--- src/design/bmp_row_pixel_upscaler_top_assert.svh ---
// Assertion macros used by the upscaler row controller.
`ifndef BMP_ROW_PIXEL_UPSCALER_TOP_ASSERT_SVH
`define BMP_ROW_PIXEL_UPSCALER_TOP_ASSERT_SVH

// Same-cycle implication, sampled on aclk, off while aresetn is low.
`define BMPUP_ASSERT_IMP(label, ante, cons, msg) \
    label: assert property (@(posedge aclk) disable iff (!aresetn) (ante) |-> (cons)) \
        else $error(msg);

// Next-cycle implication, sampled on aclk, off while aresetn is low.
`define BMPUP_ASSERT_NXT(label, ante, cons, msg) \
    label: assert property (@(posedge aclk) disable iff (!aresetn) (ante) |=> (cons)) \
        else $error(msg);

`endif

--- src/design/bmpup_pkg.sv ---
// Types, codes and defaults shared by the upscaler modules.
package bmpup_pkg;

    localparam int MAX_WIDTH_DEF = 1024;
    localparam int MAX_SCALE_DEF = 16;

    localparam int SCALE_REG_W = 5;
    localparam int WIDTH_REG_W = 11;
    localparam int CFG_DATA_W  = 11;
    localparam int PIX_W       = 6;
    localparam int RGB_W       = 24;

    localparam logic REG_SCALE = 1'b0;
    localparam logic REG_WIDTH = 1'b1;

    localparam logic OP_PIXEL = 1'b0;
    localparam logic OP_TICK  = 1'b1;

    localparam logic [1:0] KIND_PIXEL  = 2'd0;
    localparam logic [1:0] KIND_PAD    = 2'd1;
    localparam logic [1:0] KIND_REJECT = 2'd2;

    typedef struct packed {
        logic       op;
        logic [7:0] blue;
        logic [7:0] green;
        logic [7:0] red;
    } bmpup_in_t;

    typedef struct packed {
        logic [7:0] out_blue;
        logic [7:0] out_green;
        logic [7:0] out_red;
        logic [1:0] kind;
        logic       row_end;
        logic       last;
    } bmpup_out_t;

    typedef struct packed {
        logic [RGB_W-1:0] rgb;
        logic [1:0]       kind;
        logic [PIX_W-1:0] pix_cnt;
        logic [1:0]       pad_cnt;
        logic             row_done;
    } bmpup_job_t;

endpackage

--- src/design/bmpup_emit.sv ---
// Result serializer: expands one job into pixel and pad beats behind an output register.
module bmpup_emit (
    input  logic                   aclk,
    input  logic                   aresetn,
    input  logic                   job_valid,
    input  bmpup_pkg::bmpup_job_t  job,
    output logic                   job_ready,
    output logic                   m_valid,
    input  logic                   m_ready,
    output bmpup_pkg::bmpup_out_t  m_data
);

    logic                             busy_reg, busy_next;
    logic [bmpup_pkg::RGB_W-1:0]      rgb_reg, rgb_next;
    logic [1:0]                       kind_reg, kind_next;
    logic [bmpup_pkg::PIX_W-1:0]      pix_left_reg, pix_left_next;
    logic [1:0]                       pad_left_reg, pad_left_next;
    logic                             row_done_reg, row_done_next;
    logic                             m_valid_reg, m_valid_next;
    bmpup_pkg::bmpup_out_t            m_data_reg, m_data_next;
    logic                             advance;
    logic                             final_beat;

    assign job_ready = !busy_reg;
    assign advance   = busy_reg && (!m_valid_reg || m_ready);
    assign final_beat = (pix_left_reg == bmpup_pkg::PIX_W'(1) && pad_left_reg == 2'd0)
                     || (pix_left_reg == '0 && pad_left_reg == 2'd1);

    always_comb begin
        busy_next     = busy_reg;
        rgb_next      = rgb_reg;
        kind_next     = kind_reg;
        pix_left_next = pix_left_reg;
        pad_left_next = pad_left_reg;
        row_done_next = row_done_reg;
        m_valid_next  = m_valid_reg;
        m_data_next   = m_data_reg;

        if (m_valid_reg && m_ready) begin
            m_valid_next = 1'b0;
        end

        if (advance) begin
            m_valid_next = 1'b1;
            if (pix_left_reg != '0) begin
                m_data_next.out_blue  = rgb_reg[7:0];
                m_data_next.out_green = rgb_reg[15:8];
                m_data_next.out_red   = rgb_reg[23:16];
                m_data_next.kind      = kind_reg;
                pix_left_next         = pix_left_reg - bmpup_pkg::PIX_W'(1);
            end else begin
                m_data_next.out_blue  = 8'h00;
                m_data_next.out_green = 8'h00;
                m_data_next.out_red   = 8'h00;
                m_data_next.kind      = bmpup_pkg::KIND_PAD;
                pad_left_next         = pad_left_reg - 2'd1;
            end
            m_data_next.row_end = final_beat && row_done_reg;
            m_data_next.last    = final_beat;
            busy_next           = !final_beat;
        end else if (job_valid && !busy_reg) begin
            busy_next     = 1'b1;
            rgb_next      = job.rgb;
            kind_next     = job.kind;
            pix_left_next = job.pix_cnt;
            pad_left_next = job.pad_cnt;
            row_done_next = job.row_done;
        end
    end

    always_ff @(posedge aclk) begin
        if (!aresetn) begin
            busy_reg    <= 1'b0;
            m_valid_reg <= 1'b0;
        end else begin
            busy_reg    <= busy_next;
            m_valid_reg <= m_valid_next;
        end
        rgb_reg      <= rgb_next;
        kind_reg     <= kind_next;
        pix_left_reg <= pix_left_next;
        pad_left_reg <= pad_left_next;
        row_done_reg <= row_done_next;
        m_data_reg   <= m_data_next;
    end

    assign m_valid = m_valid_reg;
    assign m_data  = m_data_reg;

endmodule

--- config.mk ---
export PLATFORM = sky130hd
export DESIGN_NAME = bmpup_emit
export DESIGN_NICKNAME = d
export VERILOG_FILES = /design/src/design/bmp_row_pixel_upscaler_top_assert.svh /design/src/design/bmpup_pkg.sv /design/src/design/bmpup_emit.sv
export SDC_FILE = /design/constraint.sdc
export NUM_CORES = 1
export LEC_CHECK = 0
export BUFFER_PORTS_ARGS = -buffer_cell sky130_fd_sc_hd__clkbuf_2
export CORE_MARGIN = 8
export CORE_UTILIZATION = 51
export CTS_CLUSTER_SIZE = 16
export DETAILED_ROUTE_END_ITERATION = 10
export PLACE_DENSITY = 0.86
export SYNTH_ARGS = -nofsm -noshare
export SYNTH_HDL_FRONTEND = slang
export SYNTH_SLANG_ARGS = --single-unit
--- constraint.sdc ---
create_clock -name aclk -period 2.76 [get_ports aclk]
set_input_delay 0.138 -clock aclk [delete_from_list [all_inputs] [get_ports aclk]]
set_output_delay 0.138 -clock aclk [all_outputs]
set_load 0.02 [all_outputs]
==> results by group <==
STA
  • Relative slew margins: 0.5184
  • Slew at the pin closest to its max-slew limit: 0.7206 ns
  • Post-layout min period: 2.079 ns
  • RSZ-0062 raised after global routing: no
  • Hold Slack: 0.04921 ns
  • Number of hold violations in the final report: 0
  • Sum Neg Setup Slack: 0 ns
  • Fmax: 0.4811 GHz
  • Final Max Tran Viols: 0
  • Finish-stage setup viols: 0
  • Clk_skew: 0.01267 ns
  • Period utilization: 0.7532

Critical path
  • Critical Path Start Type: flop
  • CP Capture Type: flop
  • Arrival time worst endpoint: 2.09 ns
  • Classification of the worst setup path: flop to flop
  • CP required: 2.77 ns
  • Worst Path Max Fanout: 28

Detailed routing
  • Drt pass-1 iters: 4
  • WL final: 5132 um
  • DRC Markers: 0
  • DR WL/cell: 16.83 um
  • Via-to-Cell Ratio: 4.951
  • DR vias: 1510
  • Routed Antenna Nets: 0
  • DRC marker count from the first detailed-route iteration: 99

Global route
  • Largest net degree at the start of global routing: 29
  • GRT Resource Usage Total: 0.1475
  • Total grt overflow: 0
  • Initial antenna violation count: 0
  • Vias in the first global route: 1612
  • First-pass GRT wire length: 7866 um

Pwr
  • VDD IR max: 0.0004125 V
  • Combinational share of power: 0.098
  • Clk pwr share: 0.376
  • Switch Pwr: 0.5001 mW
  • Pwr Density: 681.1 nW/um^2
  • Sw Share: 0.2211
  • Pint: 1.762 mW
  • Sequential share of power: 0.526
  • Leak Pwr: 1.343 nW

CTS
  • CTS Sinks: 65
  • PostCTS Resize Cnt: 0
  • H-tree Lvls: 3
  • Deepest clock path buffer count: 2
  • Clock transition at the registers of the reported paths: 0.06 ns
  • Root Driver: clkbuf_8
  • CTS tree: built
  • Clock buffer count from CTS: 9
  • Worst-Skew Late Latency: 0.34 ns

Place
  • Global placer's final weighted congestion: 0.7711
  • Port bufs: 68
  • Dpl hpwl: 3282 um
  • Dpl cells: 262

Synth
  • Post-synth top cells: edfxtp_1 (63), and2_1 (26), a21oi_1 (10)
  • Synth area leaders: edfxtp_1 (78%), and2_1 (6.7%), ha_1 (2.6%)
  • Yosys reg bits: 65
  • Most common cell in the synthesized netlist: edfxtp_1
  • Asr flop ratio synth: 0
  • Mean Syn Cell Area: 17.28 um^2
  • Yosys top cell area share: 0.7818
  • Count of flip-flops with a built-in enable after synthesis: 63
  • Net Count, Synth: 184
  • Most common flop cell mapped by yosys: edfxtp_1
  • Sequential-to-total area share from yosys stat: 0.7983
  • Post-Syn Area: 2420 um^2
  • Yosys top cell by area: edfxtp_1
  • Synth unique cells: 25
  • Synth Instances: 140
  • YS warnings: 0

Cells and area
  • Syn-to-layout area delta: 37.23%
  • Nets: 290
  • Fillers: 284
  • Fin cells: 305
  • Share of post-route cells with drive strength above 1: 0.3506
  • Largest register FFs: 28
  • Ant. Diodes: 0

Floorplan
  • Initial Util: 0.5192
  • Core Region: 4661 um^2
  • Die area: 7205 um^2
  • Die H: 84.88 um
  • Row Count: 25
  • I/O Pins: 69
  • Die X: 84.88 um

Run
  • Number of max-cap violations: 0

Min path
  • Hold WC Path Type: input port to flop

Status
  • Run status: completed
-- metrics by stage --
stage | setup WS [ns] | total power [mW] | util | cell area [um^2]
2_1_floorplan | 0.4061 | 1.316 | - | 2420
3_3_place_gp | 0.8327 | 1.391 | 0.6097 | 2841
3_5_place_dp | 0.7153 | 1.400 | 0.6097 | 2841
4_1_cts | 0.6993 | 2.260 | 0.7103 | 3311
5_1_grt | 0.5036 | 2.343 | 0.7125 | 3321
6_report | 0.6813 | 2.262 | 0.7125 | 3321
-- worst max-delay path, stage by stage (launching register included) --
cell	delay, ns
edfxtp_1	0.46
nor4_1	0.38
nand2_1	0.51
o21bai_1	0.41
-- final cells by class --
class	count	area (um^2)	share of cell area
flip-flops and latches	65	1932	0.5818
inverters	8	30.03	0.009043
clock inverters	7	85.08	0.02562
clock buffers	9	123.9	0.03730
repair buffers	98	633.1	0.1907
multi-input cells	64	449.2	0.1353
well taps	54	67.56	0.02035
-- layer usage --
layer / wire length, um / global-route usage / share of wire / up-vias
met5: 0 / 0 / 0 / -
met4: 107 / 0.06634 / 0.021 / 0
met1: 1838 / 0.1355 / 0.36 / 728
li1: - / - / - / 720
met3: 286 / 0.06660 / 0.056 / 14
met2: 2900 / 0.2713 / 0.57 / 48
-- layout by cell type, fill, tap and decap left out, types with 2 or more instances in the layout --
master | synthesis | routed
bufinv_16 | 0 | 2
and2_1 | 26 | 26
clkinv_1 | 1 | 3
ha_1 | 5 | 5
dlygate4sd3_1 | 0 | 27
nand2_1 | 2 | 2
buf_4 | 0 | 3
nand2b_1 | 2 | 2
inv_1 | 7 | 7
clkbuf_2 | 0 | 68
mux2i_1 | 2 | 2
clkinv_2 | 0 | 2
edfxtp_1 | 63 | 63
a21oi_1 | 10 | 10
clkbuf_8 | 0 | 9
xnor2_1 | 3 | 3
dfxtp_1 | 2 | 2
-- worst paths after layout --
check	startpoint	end	slack (ns)	depth (start not counted)
worst min register to register	kind_reg[0]	m_data[2]	0.50	1
worst max-delay path	pix_left_reg[3]	pad_left_reg[1]	0.68	3
worst min-delay path	aresetn	busy_reg	0.05	3
worst max register to register	pix_left_reg[3]	pad_left_reg[1]	0.68	3
-- cell families after synthesis --
family / Yosys count / share of synthesized area
compound gates: 17 / 0.04085
xor+xnor: 3 / 0.01086
fa+ha+maj: 5 / 0.02585
buf+inv: 11 / 0.01706
flops: 65 / 0.7983
mux: 3 / 0.01293
simple gates: 36 / 0.09411
-- what timing repair did --
item / in CTS / in global routing
setup endpoints to repair: 0 / 0
hold buffers: 26 / 1
buffers inserted: 0 / 0
endpoints found under the hold margin: 26 / 1
-- power groups by stage --
| stage | Combinational (mW) | Sequential, mW | Clock [mW] |
|---|---|---|---|
| final | 0.223 | 1.19 | 0.850 |
| after detailed placement | 0.190 | 1.21 | 0 |
| after floorplan | 0.0801 | 1.24 | 0 |
| after global routing | 0.239 | 1.20 | 0.909 |
| after CTS | 0.221 | 1.19 | 0.852 |
| after global placement | 0.185 | 1.21 | 0 |
No activity file was read; power rests on OpenSTA's default activity.
