File: src/design/bmp_row_pixel_upscaler_top_assert.svh
// Assertion macros used by the upscaler row controller.
`ifndef BMP_ROW_PIXEL_UPSCALER_TOP_ASSERT_SVH
`define BMP_ROW_PIXEL_UPSCALER_TOP_ASSERT_SVH

// Same-cycle implication, sampled on aclk, off while aresetn is low.
`define BMPUP_ASSERT_IMP(label, ante, cons, msg) \
    label: assert property (@(posedge aclk) disable iff (!aresetn) (ante) |-> (cons)) \
        else $error(msg);

// Next-cycle implication, sampled on aclk, off while aresetn is low.
`define BMPUP_ASSERT_NXT(label, ante, cons, msg) \
    label: assert property (@(posedge aclk) disable iff (!aresetn) (ante) |=> (cons)) \
        else $error(msg);

`endif

File: src/design/bmpup_pkg.sv
// Types, codes and defaults shared by the upscaler modules.
package bmpup_pkg;

    localparam int MAX_WIDTH_DEF = 1024;
    localparam int MAX_SCALE_DEF = 16;

    localparam int SCALE_REG_W = 5;
    localparam int WIDTH_REG_W = 11;
    localparam int CFG_DATA_W  = 11;
    localparam int PIX_W       = 6;
    localparam int RGB_W       = 24;

    localparam logic REG_SCALE = 1'b0;
    localparam logic REG_WIDTH = 1'b1;

    localparam logic OP_PIXEL = 1'b0;
    localparam logic OP_TICK  = 1'b1;

    localparam logic [1:0] KIND_PIXEL  = 2'd0;
    localparam logic [1:0] KIND_PAD    = 2'd1;
    localparam logic [1:0] KIND_REJECT = 2'd2;

    typedef struct packed {
        logic       op;
        logic [7:0] blue;
        logic [7:0] green;
        logic [7:0] red;
    } bmpup_in_t;

    typedef struct packed {
        logic [7:0] out_blue;
        logic [7:0] out_green;
        logic [7:0] out_red;
        logic [1:0] kind;
        logic       row_end;
        logic       last;
    } bmpup_out_t;

    typedef struct packed {
        logic [RGB_W-1:0] rgb;
        logic [1:0]       kind;
        logic [PIX_W-1:0] pix_cnt;
        logic [1:0]       pad_cnt;
        logic             row_done;
    } bmpup_job_t;

endpackage

File: src/design/bmpup_ctrl.sv
// Row controller: config registers, write and replay positions, line-buffer access, job issue.
`include "bmp_row_pixel_upscaler_top_assert.svh"
module bmpup_ctrl #(
    parameter int MAX_WIDTH = bmpup_pkg::MAX_WIDTH_DEF,
    parameter int MAX_SCALE = bmpup_pkg::MAX_SCALE_DEF,
    parameter int AW        = 10
) (
    input  logic                              aclk,
    input  logic                              aresetn,
    input  logic                              s_valid,
    output logic                              s_ready,
    input  bmpup_pkg::bmpup_in_t              s_data,
    input  logic                              cfg_valid,
    output logic                              cfg_ready,
    input  logic                              cfg_index,
    input  logic [bmpup_pkg::CFG_DATA_W-1:0]  cfg_data,
    output logic                              wr_en,
    output logic [AW-1:0]                     wr_addr,
    output logic [bmpup_pkg::RGB_W-1:0]       wr_data,
    output logic                              rd_en,
    output logic [AW-1:0]                     rd_addr,
    input  logic [bmpup_pkg::RGB_W-1:0]       rd_data,
    output logic                              job_valid,
    output bmpup_pkg::bmpup_job_t             job,
    input  logic                              job_ready
);

    localparam int WCW = $clog2(MAX_WIDTH + 1);
    localparam int SCW = $clog2(MAX_SCALE + 1);

    typedef enum logic {ST_IDLE, ST_READ} state_t;

    state_t                                state_reg, state_next;
    logic [bmpup_pkg::SCALE_REG_W-1:0]     scale_reg, scale_next;
    logic [bmpup_pkg::WIDTH_REG_W-1:0]     width_reg, width_next;
    logic [WCW-1:0]                        column_reg, column_next;
    logic [WCW-1:0]                        rcol_reg, rcol_next;
    logic [SCW-1:0]                        replays_reg, replays_next;

    logic [SCW-1:0]  scale_eff;
    logic [WCW-1:0]  width_eff;
    logic [31:0]     scale_ext;
    logic [31:0]     width_ext;
    logic [3:0]      ws_prod;
    logic [1:0]      ws_mod;
    logic [1:0]      pad_cnt;
    logic            accept;
    logic            col_done;
    logic            rcol_done;

    always_comb begin
        if (scale_reg == '0) begin
            scale_eff = SCW'(1);
        end else if (32'(scale_reg) > MAX_SCALE) begin
            scale_eff = SCW'(MAX_SCALE);
        end else begin
            scale_eff = SCW'(scale_reg);
        end
        if (width_reg == '0) begin
            width_eff = WCW'(1);
        end else if (32'(width_reg) > MAX_WIDTH) begin
            width_eff = WCW'(MAX_WIDTH);
        end else begin
            width_eff = WCW'(width_reg);
        end
    end

    assign scale_ext = 32'(scale_eff);
    assign width_ext = 32'(width_eff);
    assign ws_prod   = {2'b00, width_ext[1:0]} * {2'b00, scale_ext[1:0]};
    assign ws_mod    = 2'(ws_prod[1:0] * 2'd3);
    assign pad_cnt   = 2'(2'd0 - ws_mod);

    assign col_done  = ({1'b0, column_reg} + (WCW+1)'(1)) >= {1'b0, width_eff};
    assign rcol_done = ({1'b0, rcol_reg} + (WCW+1)'(1)) >= {1'b0, width_eff};

    assign cfg_ready = 1'b1;
    assign s_ready   = (state_reg == ST_IDLE) && job_ready;
    assign accept    = s_valid && s_ready;

    assign wr_addr = column_reg[AW-1:0];
    assign wr_data = {s_data.red, s_data.green, s_data.blue};
    assign rd_addr = rcol_reg[AW-1:0];

    always_comb begin
        state_next   = state_reg;
        scale_next   = scale_reg;
        width_next   = width_reg;
        column_next  = column_reg;
        rcol_next    = rcol_reg;
        replays_next = replays_reg;
        wr_en        = 1'b0;
        rd_en        = 1'b0;
        job_valid    = 1'b0;
        job          = '0;

        if (cfg_valid) begin
            if (cfg_index == bmpup_pkg::REG_SCALE) begin
                scale_next = cfg_data[bmpup_pkg::SCALE_REG_W-1:0];
            end else begin
                width_next = cfg_data[bmpup_pkg::WIDTH_REG_W-1:0];
            end
        end

        case (state_reg)
            ST_IDLE: begin
                if (accept) begin
                    if (s_data.op == bmpup_pkg::OP_PIXEL) begin
                        job_valid = 1'b1;
                        if (replays_reg != '0) begin
                            job.kind    = bmpup_pkg::KIND_REJECT;
                            job.pix_cnt = bmpup_pkg::PIX_W'(1);
                        end else begin
                            wr_en        = 1'b1;
                            job.rgb      = wr_data;
                            job.kind     = bmpup_pkg::KIND_PIXEL;
                            job.pix_cnt  = bmpup_pkg::PIX_W'(scale_eff);
                            job.row_done = col_done;
                            job.pad_cnt  = col_done ? pad_cnt : 2'd0;
                            if (col_done) begin
                                column_next  = '0;
                                rcol_next    = '0;
                                replays_next = scale_eff - SCW'(1);
                            end else begin
                                column_next = column_reg + WCW'(1);
                            end
                        end
                    end else if (replays_reg != '0) begin
                        rd_en      = 1'b1;
                        state_next = ST_READ;
                    end
                end
            end
            ST_READ: begin
                job_valid    = 1'b1;
                job.rgb      = rd_data;
                job.kind     = bmpup_pkg::KIND_PIXEL;
                job.pix_cnt  = bmpup_pkg::PIX_W'(scale_eff);
                job.row_done = rcol_done;
                job.pad_cnt  = rcol_done ? pad_cnt : 2'd0;
                if (rcol_done) begin
                    rcol_next    = '0;
                    replays_next = replays_reg - SCW'(1);
                end else begin
                    rcol_next = rcol_reg + WCW'(1);
                end
                state_next = ST_IDLE;
            end
            default: begin
                state_next = ST_IDLE;
            end
        endcase
    end

    always_ff @(posedge aclk) begin
        if (!aresetn) begin
            state_reg   <= ST_IDLE;
            scale_reg   <= bmpup_pkg::SCALE_REG_W'(1);
            width_reg   <= bmpup_pkg::WIDTH_REG_W'(1);
            column_reg  <= '0;
            rcol_reg    <= '0;
            replays_reg <= '0;
        end else begin
            state_reg   <= state_next;
            scale_reg   <= scale_next;
            width_reg   <= width_next;
            column_reg  <= column_next;
            rcol_reg    <= rcol_next;
            replays_reg <= replays_next;
        end
    end

    `BMPUP_ASSERT_IMP(a_job_to_free_emitter, job_valid, job_ready, "job issued to busy emitter")
    `BMPUP_ASSERT_NXT(a_tick_yields_job, accept && s_data.op == bmpup_pkg::OP_TICK && replays_reg != '0, job_valid && job.kind == bmpup_pkg::KIND_PIXEL, "replay read gave no job")
    `BMPUP_ASSERT_NXT(a_reject_keeps_state, accept && s_data.op == bmpup_pkg::OP_PIXEL && replays_reg != '0, $stable(replays_reg) && $stable(column_reg) && $stable(rcol_reg), "rejected pixel changed state")
    `BMPUP_ASSERT_IMP(a_positions_in_range, 1'b1, 32'(column_reg) < MAX_WIDTH && 32'(rcol_reg) < MAX_WIDTH && 32'(replays_reg) < MAX_SCALE, "position out of range")

endmodule

File: config.mk
export PLATFORM = sky130hd
export DESIGN_NAME = bmpup_ctrl
export DESIGN_NICKNAME = d
export VERILOG_FILES = /design/src/design/bmpup_pkg.sv /design/src/design/bmpup_ctrl.sv
export VERILOG_INCLUDE_DIRS = /design/src /design/src/design
export SDC_FILE = /design/constraint.sdc
export NUM_CORES = 1
export LEC_CHECK = 0
export CAP_MARGIN = 20
export CORE_ASPECT_RATIO = 0.8
export CORE_MARGIN = 5
export CORE_UTILIZATION = 40
export DETAILED_ROUTE_END_ITERATION = 16
export DONT_BUFFER_PORTS = 1
export PLACE_DENSITY = 0.53
export SKIP_CTS_REPAIR_TIMING = 1
export SYNTH_ARGS = -nofsm -noshare
export SYNTH_HDL_FRONTEND = slang
export SYNTH_SLANG_ARGS = --single-unit
File: constraint.sdc
create_clock -name aclk -period 4.05 [get_ports aclk]
set_clock_uncertainty 0.05 [all_clocks]
set_input_delay 0.6075 -clock aclk [delete_from_list [all_inputs] [get_ports aclk]]
set_output_delay 0.6075 -clock aclk [all_outputs]
set_load 0.05 [all_outputs]
==> out/results.md <==
| Result | Value | Unit |
| --- | --- | --- |
| Result of the run | finished, final reports clean | - |
| Beginning of the worst hold path | aresetn | - |
| Clock tree from TritonCTS | done | - |
| Maximum buffer depth of the clock tree | 2 | - |
| Worst Tran Pin Value | 0.878 | ns |
| Sequential element share of the synthesized area | 24.7 | % |
| Post-detailed-placement half-perimeter wirelength | 7.15 | mm |
| Classification of the worst setup path | register to output port | - |
| Via-per-instance ratio | 5.45 | - |
| Maximum number of pins on one net before global-route repair | 43 | - |
| Beginning of the worst register-to-register path | column_reg[0] | - |
| Most area-consuming cells after synthesis | sky130_fd_sc_hd__dfxtp_1 25%, sky130_fd_sc_hd__buf_4 10%, sky130_fd_sc_hd__ha_1 8.1% | - |
| Worst Path Buf+Inv | 0 | - |
| Leakage dissipation | 1.51 | nW |
| Reg-to-reg endpoint | rcol_reg[0] | - |
| Cell mode on critical path | sky130_fd_sc_hd__o21ai_1 | - |
| Series of cell instances along the critical path | ha_2, nand4_4, nor3_1, xor2_1, ha_1, nor2b_1, a311oi_2, o21ai_1, o21ai_1, nand2b_1, and3_4 | - |
| Ports placed on the boundary | 150 | - |
| CTS Sinks | 44 | - |
| Synth async-reset ratio | 0 | % |
| Final-report setup violation count | 0 | - |
| Vias in the first global route | 2653 | - |
| CP required | 3.39 | ns |
| Post-route worst hold slack | 0.336 | ns |
| WL final | 9.01 | mm |
| Power density of the placed cells | 268 | nW/um^2 |
| Endpoints failing hold | 0 | - |
| Register bit total from synthesis | 44 | - |
| IR Drop Worst-Case VDD | 0.000140 | V |
| Post-synthesis cell type with the largest combined area | sky130_fd_sc_hd__dfxtp_1 | - |
| Effective utilization at floorplan | 41.4 | % |
| Top library cells by usage in the layout, fill and taps aside | 71 x sky130_fd_sc_hd__nand2_1, 43 x sky130_fd_sc_hd__dfxtp_1, 33 x sky130_fd_sc_hd__buf_4 | - |
| Detailed-routing iteration count for the pre-antenna-repair pass | 4 | - |
| Portion of synthesized cell area occupied by the leading cell type | 24.7 | % |
| Count of yosys warnings during synthesis | 0 | - |
| Family with the most delay on the worst path | simple AND/OR/NAND/NOR gates | - |
| GPL Wtd Cong | 0.845 | - |
| Count of H-tree levels built during CTS | 2 | - |
| R2R depth | 11 | - |
| Final min period | 3.88 | ns |
| Main flop type after synthesis | sky130_fd_sc_hd__dfxtp_1 | - |
| Placeable core region | 8600 | sq um |
| Launching element type of the critical path | register | - |
| Peak Freq | 258 | MHz |
| Gr usage total | 15.6 | % |
| Hold Path Class | input port to register | - |
| Number of nets at the end of the flow | 510 | - |
| End point of the worst hold path | scale_reg[0] | - |
| Vias | 2911 | - |
| Layout Cell Area excl Fill | 3670 | sq um |
| Die Width | 116 | um |
| Arrival time at the worst endpoint | 3.22 | ns |
| CP endpoint kind | output port | - |
| Setup Total Neg Slack | 0 | ns |
| Syn Inst Count | 444 | - |
| Number of synthesized flops with an enable pin | 0 | - |
| Maximum fanout along the worst path | 5 | - |
| Worst-skew pair later-pin latency | 0.31 | ns |
| Max-capacitance violation count | 0 | - |
| Count of cell types in the netlist | 63 | - |
| Die footprint | 10900 | sq um |
| Number of antenna violations at the first check in global routing | 0 | - |
| Placement Cell Area | 3510 | sq um |
| P&R area growth vs syn | 3.06 | % |
| Pins over their slew limit | 0 | - |
| Worst stage delay on the critical path | 0.40 | ns |
| Power consumption | 0.983 | mW |
| Number of nets with antenna violations after detailed routing | 0 | - |
| Number of rows in the core area | 30 | - |
| Cell at the root of the clock tree | sky130_fd_sc_hd__clkbuf_8 | - |
| Die height | 94.4 | um |
| Total CTS buffers | 5 | - |
| Ant diodes | 0 | - |
| Most common cell after layout, fill and taps aside | sky130_fd_sc_hd__nand2_1 | - |
| Part of the cycle the worst path needs | 95.7 | % |
| Placed Instances | 525 | - |
| Wire per inst | 16.9 | um |
| Cell count of the worst hold path | 1 | - |
| Clock-pin slew on the worst setup and hold paths | 0.09 | ns |
| Number of violations reported at the end of detailed-routing iteration 0 | 230 | - |
| Critical-path cell with the highest stage delay | sky130_fd_sc_hd__dfxtp_1 | - |
| Share of cells above drive strength 1 | 19.0 | % |
| Mean post-synth cell area | 8.02 | sq um |
| Worst max-slew margin expressed relative to the limit | 41.2 | % |
| Grt total ovfl | 0 | - |
| Final Instance Count excl. Fillers | 534 | - |
| First-pass GRT wire length | 13.8 | mm |
| Residual DRC | 0 | - |
| PortBufs | 0 | - |
| Post-synth design cell area | 3560 | sq um |
| Setup slack of the worst register-to-register path | 0.70 | ns |
==> kinds of logic (layout without fill, tap and decap cells) <==
| family | count (synthesis) | after routing | synth area share (%) |
|---|---|---|---|
| muxes | 8 | 8 | 2.39 |
| xor gates and xnor gates | 16 | 16 | 4.32 |
| other | 2 | 3 | 0.211 |
| adders and majority gates | 23 | 23 | 8.08 |
| and+or+nand+nor | 172 | 172 | 24.5 |
| buffers and inverters | 75 | 52 | 13.6 |
| DFF | 44 | 44 | 24.7 |
| AOI/OAI and AO/OA | 104 | 104 | 22.2 |
==> metrics by stage <==
stage          setup WS, ns  utilization, %
6_report              0.172            42.7
5_1_grt             -0.0392            42.7
4_1_cts              -0.223            42.2
3_5_place_dp          0.160            40.9
3_3_place_gp          0.279            40.9
2_1_floorplan         0.107               -
==> how the worst max path moves through the flow <==
stage	startpoint	to	slack (ns)	cells after the start
5_1_grt	column_reg[1]	job[1]	-0.04	11
3_5_place_dp	column_reg[3]	job[1]	0.16	12
6_report	column_reg[0]	job[1]	0.17	11
4_1_cts	column_reg[3]	job[1]	-0.22	12
2_1_floorplan	column_reg[5]	job[1]	0.11	12
3_3_place_gp	column_reg[3]	job[1]	0.28	12
==> metal layers <==
layer  up-vias  GRT usage (%)  wire, um
met2        77           22.5      3990
li1       1475              -         -
met4         0           3.32        65
met3         7           4.42       579
met1      1352           23.0      4370
met5         -              0         0
==> synth_stat cells (all sizes together) (3+ instances only) <==
cell	number
dfxtp	44
nor3b	5
nor2	24
inv	9
and2	6
a21o	8
and3	5
a21oi	16
a22o	28
ha	23
o21ai	7
a31oi	5
clkbuf	10
a22oi	3
nand2b	6
nor3	8
buf	54
a21boi	17
mux2i	7
xor2	5
nand2	71
o21a	4
nand4	3
nor2b	10
xnor2	10
or2	5
nand3	22
o211ai	4
==> power breakdown <==
group / switching (mW) / total (mW) / internal (mW)
clock: 0.167 / 0.353 / 0.186
combinational: 0.125 / 0.178 / 0.0537
sequential: 0.00969 / 0.452 / 0.442
total: 0.301 / 0.983 / 0.682
==> area by class of cell <==
class                   count  area (sq um)
repair buffers             33           248
fillers                   877          4920
clock inverters             3          47.5
flip-flops and latches     44           882
multi-input cells         326          2240
clock buffers               5          68.8
inverters                  11          41.3
well taps                 112           140
(Power assumes the default switching activity.)
